`config.mk`:
```
export PLATFORM = sky130hd
export DESIGN_NAME = button_click_classifier_top
export DESIGN_NICKNAME = d
export VERILOG_FILES = /design/src/hdl/bcc_pkg.sv /design/src/hdl/bcc_gesture_fsm.sv /design/src/hdl/bcc_out_buf.sv /design/src/hdl/button_click_classifier_top.sv
export SDC_FILE = /design/constraint.sdc
export NUM_CORES = 1
export LEC_CHECK = 0
export BUFFER_PORTS_ARGS = -buffer_cell sky130_fd_sc_hd__buf_4
export CAP_MARGIN = 40
export CORE_AREA = 8 8 91 68
export CTS_CLUSTER_SIZE = 25
export DETAILED_ROUTE_END_ITERATION = 6
export DIE_AREA = 0 0 99 76
export PLACE_DENSITY = 0.79
export SLEW_MARGIN = 15
export SYNTH_ARGS = -nofsm -noshare
export SYNTH_HDL_FRONTEND = slang
export SYNTH_SLANG_ARGS = --single-unit
```
`constraint.sdc`:
```
create_clock -name clock -period 7.35 [get_ports clock]
set_input_delay 2.205 -clock clock [delete_from_list [all_inputs] [get_ports clock]]
set_output_delay 2.205 -clock clock [all_outputs]
set_load 0.01 [all_outputs]
```
`src/hdl/bcc_pkg.sv`:
```
// Shared types and constants for the button click classifier.
`timescale 1ns / 1ps

package bcc_pkg;

   localparam int unsigned LIMIT_W = 8;
   localparam int unsigned CSR_IDX_W = 2;

   localparam logic [LIMIT_W-1:0] COUNT_MAX = '1;

   // Configuration register indexes
   localparam logic [CSR_IDX_W-1:0] CSR_SHORT_LIMIT   = 2'd0;
   localparam logic [CSR_IDX_W-1:0] CSR_LONG_LIMIT    = 2'd1;
   localparam logic [CSR_IDX_W-1:0] CSR_DOUBLE_WINDOW = 2'd2;

   localparam logic [LIMIT_W-1:0] SHORT_LIMIT_RST   = 8'd20;
   localparam logic [LIMIT_W-1:0] LONG_LIMIT_RST    = 8'd50;
   localparam logic [LIMIT_W-1:0] DOUBLE_WINDOW_RST = 8'd50;

   typedef enum logic [1:0] {
      MODE_IDLE   = 2'd0,
      MODE_FIRST  = 2'd1,
      MODE_WAIT   = 2'd2,
      MODE_SECOND = 2'd3
   } mode_type;

   typedef enum logic [1:0] {
      EV_NONE   = 2'd0,
      EV_SHORT  = 2'd1,
      EV_LONG   = 2'd2,
      EV_DOUBLE = 2'd3
   } event_type;

   typedef struct packed {
      logic [LIMIT_W-1:0] short_limit;
      logic [LIMIT_W-1:0] long_limit;
      logic [LIMIT_W-1:0] double_window;
   } cfg_type;

   typedef struct packed {
      event_type event_res;
      logic      is_pressed;
   } rsp_type;

endpackage

```
`src/hdl/bcc_gesture_fsm.sv`:
```
// Gesture state machine: edge detection, tick counter and event latch.
`timescale 1ns / 1ps

module bcc_gesture_fsm import bcc_pkg::*; (
   input  logic    clock,
   input  logic    reset,
   input  logic    step,
   input  logic    pin_level,
   input  logic    take_event,
   input  cfg_type cfg,
   output rsp_type rsp
);

   mode_type           mode_ff, mode_in;
   logic [LIMIT_W-1:0] count_ff, count_in;
   event_type          pending_ff, pending_in;
   logic               prev_ff;

   logic               press, release_edge;
   logic [LIMIT_W-1:0] count_inc;
   event_type          latched;

   always_ff @(posedge clock) begin
      if (reset) begin
         mode_ff    <= MODE_IDLE;
         count_ff   <= '0;
         pending_ff <= EV_NONE;
         prev_ff    <= 1'b0;
      end else if (step) begin
         mode_ff    <= mode_in;
         count_ff   <= count_in;
         pending_ff <= pending_in;
         prev_ff    <= pin_level;
      end
   end

   always_comb begin
      press        = prev_ff & ~pin_level;
      release_edge = ~prev_ff & pin_level;
      count_inc    = (count_ff == COUNT_MAX) ? count_ff : count_ff + 1'b1;

      mode_in  = mode_ff;
      count_in = count_ff;
      latched  = pending_ff;

      unique case (mode_ff)
         MODE_IDLE: begin
            if (press) begin
               mode_in  = MODE_FIRST;
               count_in = '0;
               latched  = EV_NONE;
            end
         end
         MODE_FIRST: begin
            count_in = count_inc;
            if (release_edge) begin
               if (count_inc < cfg.short_limit) begin
                  mode_in  = MODE_WAIT;
                  count_in = '0;
               end else if (count_inc < cfg.long_limit) begin
                  mode_in  = MODE_IDLE;
                  count_in = '0;
                  latched  = EV_SHORT;
               end else begin
                  // release at or past the long limit: no event
                  mode_in  = MODE_IDLE;
                  count_in = '0;
               end
            end else if (count_inc >= cfg.long_limit) begin
               mode_in  = MODE_IDLE;
               count_in = '0;
               latched  = EV_LONG;
            end
         end
         MODE_WAIT: begin
            count_in = count_inc;
            if (press) begin
               mode_in  = MODE_SECOND;
               count_in = '0;
            end else if (count_inc >= cfg.double_window) begin
               mode_in  = MODE_IDLE;
               count_in = '0;
               latched  = EV_SHORT;
            end
         end
         MODE_SECOND: begin
            if (release_edge) begin
               mode_in  = MODE_IDLE;
               count_in = '0;
               latched  = EV_DOUBLE;
            end
         end
         default: begin
            mode_in = MODE_IDLE;
         end
      endcase

      // read and clear after the update
      if (take_event) begin
         rsp.event_res = latched;
         pending_in    = EV_NONE;
      end else begin
         rsp.event_res = EV_NONE;
         pending_in    = latched;
      end
      rsp.is_pressed = ~pin_level;
   end

endmodule

```
`src/hdl/bcc_out_buf.sv`:
```
// Result register with a skid stage behind it.
`timescale 1ns / 1ps

module bcc_out_buf import bcc_pkg::*; (
   input  logic    clock,
   input  logic    reset,
   input  logic    in_load,
   input  rsp_type in_data,
   output logic    in_full,
   output logic    out_valid,
   input  logic    out_stall,
   output rsp_type out_data
);

   logic    main_valid_ff;
   logic    skid_valid_ff;
   rsp_type main_ff;
   rsp_type skid_ff;
   logic    main_free;

   assign main_free = ~main_valid_ff | ~out_stall;

   always_ff @(posedge clock) begin
      if (reset) begin
         main_valid_ff <= 1'b0;
         skid_valid_ff <= 1'b0;
      end else if (main_free) begin
         if (skid_valid_ff) begin
            main_valid_ff <= 1'b1;
            skid_valid_ff <= 1'b0;
         end else begin
            main_valid_ff <= in_load;
         end
      end else if (in_load) begin
         skid_valid_ff <= 1'b1;
      end
   end

   always_ff @(posedge clock) begin
      if (main_free) begin
         main_ff <= skid_valid_ff ? skid_ff : in_data;
      end
      if (!main_free && in_load) begin
         skid_ff <= in_data;
      end
   end

   assign in_full   = skid_valid_ff;
   assign out_valid = main_valid_ff;
   assign out_data  = main_ff;

endmodule

```
`src/hdl/button_click_classifier_top.sv`:
```
// Top level of the button click classifier.
`timescale 1ns / 1ps

// Button click classifier: sorts the gestures of one active-low button into
// short clicks, long presses and double clicks.
//
// Request channel (req_valid / req_stall): one request per tick carrying the
// sampled pin level and a flag that reads and clears the latched event.
// Response channel (rsp_valid / rsp_stall): one response per request with the
// event read on that tick and the pressed flag of that tick's level.
// Config port (csr_write_en / csr_index / csr_write_data): index 0 short
// limit, 1 long limit, 2 double-click window; other indexes are dropped.
// Write it only while no request is in flight.
//
// The response is registered; one request is taken every cycle while
// req_stall is low. The gesture state updates in the cycle a request is
// accepted and the response lands in the result register at that edge, or
// in the skid stage while that register holds. When the receiver stalls,
// the result register holds and one further request goes into the skid
// stage; req_stall rises only while that stage is full.
// Synchronous reset returns the machine to idle, clears the counter, the
// latched event and the previous level, restores the limits to 20, 50 and 50
// and empties both output stages.

module button_click_classifier_top import bcc_pkg::*; (
   input  logic                 clock,
   input  logic                 reset,
   // request channel
   input  logic                 req_valid,
   output logic                 req_stall,
   input  logic                 req_pin_level,
   input  logic                 req_take_event,
   // response channel
   output logic                 rsp_valid,
   input  logic                 rsp_stall,
   output logic [1:0]           rsp_event_res,
   output logic                 rsp_is_pressed,
   // configuration writes
   input  logic                 csr_write_en,
   input  logic [CSR_IDX_W-1:0] csr_index,
   input  logic [LIMIT_W-1:0]   csr_write_data
);

   cfg_type cfg_ff;
   logic    req_accept;
   rsp_type step_rsp;
   rsp_type out_rsp;

   // Config registers; unknown indexes fall through untouched.
   always_ff @(posedge clock) begin
      if (reset) begin
         cfg_ff.short_limit   <= SHORT_LIMIT_RST;
         cfg_ff.long_limit    <= LONG_LIMIT_RST;
         cfg_ff.double_window <= DOUBLE_WINDOW_RST;
      end else if (csr_write_en) begin
         unique case (csr_index)
            CSR_SHORT_LIMIT:   cfg_ff.short_limit   <= csr_write_data;
            CSR_LONG_LIMIT:    cfg_ff.long_limit    <= csr_write_data;
            CSR_DOUBLE_WINDOW: cfg_ff.double_window <= csr_write_data;
            default: begin
            end
         endcase
      end
   end

   // Advance the gesture machine only on an accepted request.
   assign req_accept = req_valid & ~req_stall;

   bcc_gesture_fsm u_fsm (
      .clock      (clock),
      .reset      (reset),
      .step       (req_accept),
      .pin_level  (req_pin_level),
      .take_event (req_take_event),
      .cfg        (cfg_ff),
      .rsp        (step_rsp)
   );

   bcc_out_buf u_out (
      .clock     (clock),
      .reset     (reset),
      .in_load   (req_accept),
      .in_data   (step_rsp),
      .in_full   (req_stall),
      .out_valid (rsp_valid),
      .out_stall (rsp_stall),
      .out_data  (out_rsp)
   );

   assign rsp_event_res  = out_rsp.event_res;
   assign rsp_is_pressed = out_rsp.is_pressed;

endmodule

```
==> out/qor.csv <==
metric,value,unit
outcome,finished clean,
effective utilization at floorplan,57.0,%
total vias in the final route,2517,
IO buf count,21,
top-count cell post-synth,nand2_1,
register area,961,sq um
ANT nets after route,0,
core footprint,4930,sq um
leakage,1.35,nW
clock latency on the worst-skew pair,0.29,ns
Die Wd,99,um
startpoint types,input pin,
synth top area cells,"dfxtp_1 28%, ha_1 12%, edfxtp_1 6.4%",
worst IR drop on VDD,119,uV
DR iter-0 viols,190,
drt wl/cell,15.2,um
GR Overflow Total,0,
Placer Congestion,0.908,
Fmax,0.296,GHz
Final Hold Viols,0,
critical path startpoint,req_pin_level,
Worst Hold Class,flip-flop to flip-flop,
largest buffer count on any clock path,2,
postcts setup bufs,0,
Die Y,76,um
Sw Pwr,0.000123,W
crit path DAT,3.59,ns
Worst-Margin Slew,0.785,ns
Antenna Cells,0,
fin crit share,45.9,%
post-synth cell types,50,
placed cells,414,
number of fill cells,442,
Synth Instances,344,
# DRC,0,
worst rel slew slack,47.1,%
Placed Area,3000,sq um
final setup fails,0,
ys async rst share,0,%
Reg2Reg Setup Slack,4.00,ns
Synth Flop Type,dfxtp_1,
slowest CP cell,or3_1,
first-pass GRT wire length,11100,um
antenna violations before repair,0,
drt pass-1 iters,6,
drt total wl,6410,um
fin crit period,3.37,ns
Worst Path Required,7.56,ns
Top-Level Pins,22,
number of global-route vias before repair,2397,
crit end category,flip-flop,
Post-synth top cells,"43 x nand2_1, 39 x dfxtp_1, 33 x nor2_1, 29 x a21oi_1",
post-route cell area,3090,sq um
Synth area leader,dfxtp_1,
clock root cell,clkbuf_8,
Worst-path clk slew,0.08,ns
Slowest Stage Delay on Critical Path,0.40,ns
Syn Area/Cell,8.16,sq um
# hold bufs at CTS,0,
Post-CTS Resized,0,
total power,0.000482,W
htree depth,2,
Int Pwr,0.000359,W
PD cells,156,nW/um^2
CTS sink count,45,
max-slew violations,0,
multi-input logic area,1700,sq um
Final HPWL DP,4870,um
Switching Fraction,25.5,%
share of cells above drive strength 1,11.0,%
max-cap violations,0,
TritonCTS clock tree,done,
final clock skew,0.00446,ns
"Seq/Total Area, Yosys",34.2,%
Tot GR Track Use,17.7,%
row count,22,
"critical path, cell by cell",buf_4 > nand2b_4 > a21oi_1 > o21ai_0 > or3_1 > o31a_1 > o31ai_1,
post-synthesis cell area,2810,sq um
Synth Register Bits,45,
Critical Path Fanout Max,8,
setup TNS,0,ns
Post-synth EDFFs,6,
Comb pwr share,13.9,%
Setup CP Type,input pin to flip-flop,
worst r2r src,u_fsm.count_ff[0],
area fraction of the dominant cell type after synthesis,27.8,%
Final nets,406,
largest net degree at the start of global routing,39,
register share of total power,54.0,%
die area,7520,sq um
Area Overhead vs Synth,10.2,%
Post-Layout Cell Count,422,
final core occ,62.8,%
Clk network pwr share,32.0,%
vias per inst,5.96,
CTS buffer count,5,
syn nets,389,
hold_sp,cfg_ff[15],
RSZ-0062 raised after global routing,no,
warning count from the yosys run,0,
-- cell families (layout without fill, tap and decap cells) --
kind of cell	Yosys count	in the layout	synth area share (%)
mux	8	8	2.94
flops	45	45	34.2
simple gates	132	132	23.6
xor+xnor	2	2	0.624
buf+inv	40	58	5.35
fa+ha+maj	28	28	12.5
compound gates	89	89	20.8
-- path summary, 6_finish.rpt --
| kind | endpoint | depth (start not counted) |
|---|---|---|
| worst min-delay path | cfg_ff[15] | 2 |
| worst max-delay path | u_fsm.mode_ff[0] | 7 |
| worst min register to register | cfg_ff[15] | 2 |
| worst max register to register | u_fsm.count_ff[4] | 11 |
-- flip-flops by register name (all words and copies together), names as in the netlist, 2 cells and up --
| signal | cells |
|---|---|
| u_fsm.count_ff | 8 |
| u_out.skid_ff | 3 |
| u_fsm.pending_ff | 2 |
| u_fsm.mode_ff | 2 |
| cfg_ff | 24 |
| u_out.out_data | 3 |
-- power groups by stage --
stage / registers [W] / clock network (W) / logic [W]
floorplan: 0.000266 / 0 / 0.0000436
global placement: 0.000266 / 0 / 0.0000643
detailed placement: 0.000266 / 0 / 0.0000658
CTS: 0.000260 / 0.000158 / 0.0000663
global route: 0.000261 / 0.000167 / 0.0000751
finish: 0.000261 / 0.000154 / 0.0000673
-- through the flow --
stage	hold WS (ns)	setup WS [ns]
floorplan	0.436	3.97
global placement	0.446	3.77
detailed placement	0.457	3.72
CTS	0.468	4.02
global route	0.491	3.80
finish	0.463	3.98
-- layer usage --
layer | track usage [%] | up-vias | share of wire, %
met5 | 0 | - | 0
met4 | 5.50 | 0 | 0.98
met3 | 4.01 | 7 | 5.9
met2 | 26.4 | 87 | 43
met1 | 24.6 | 1171 | 50
li1 | - | 1252 | -
-- layout by cell type (no fill, tap or decap), drive strengths merged, types with 8 or more instances in the layout --
cell type / n
dfxtp: 39
a21oi: 30
buf: 22
nor2b: 8
ha: 28
inv: 28
nor2: 33
clkbuf: 8
nand2: 43
nand2b: 10
o21ai: 19
-- cell type report --
class / count / share of cell area, %
sequential: 45 / 31.1
timing repair buffer: 22 / 5.34
clock buffer: 8 / 2.91
multi-input combinational: 259 / 54.9
inverter: 28 / 3.40
tap: 60 / 2.43
-- critical path, delay by kind of cell --
kind	cells	cell delay, ns
simple gates	2	0.56
compound gates	4	0.68
buf+inv	1	0.14
(Power assumes the default switching activity.)
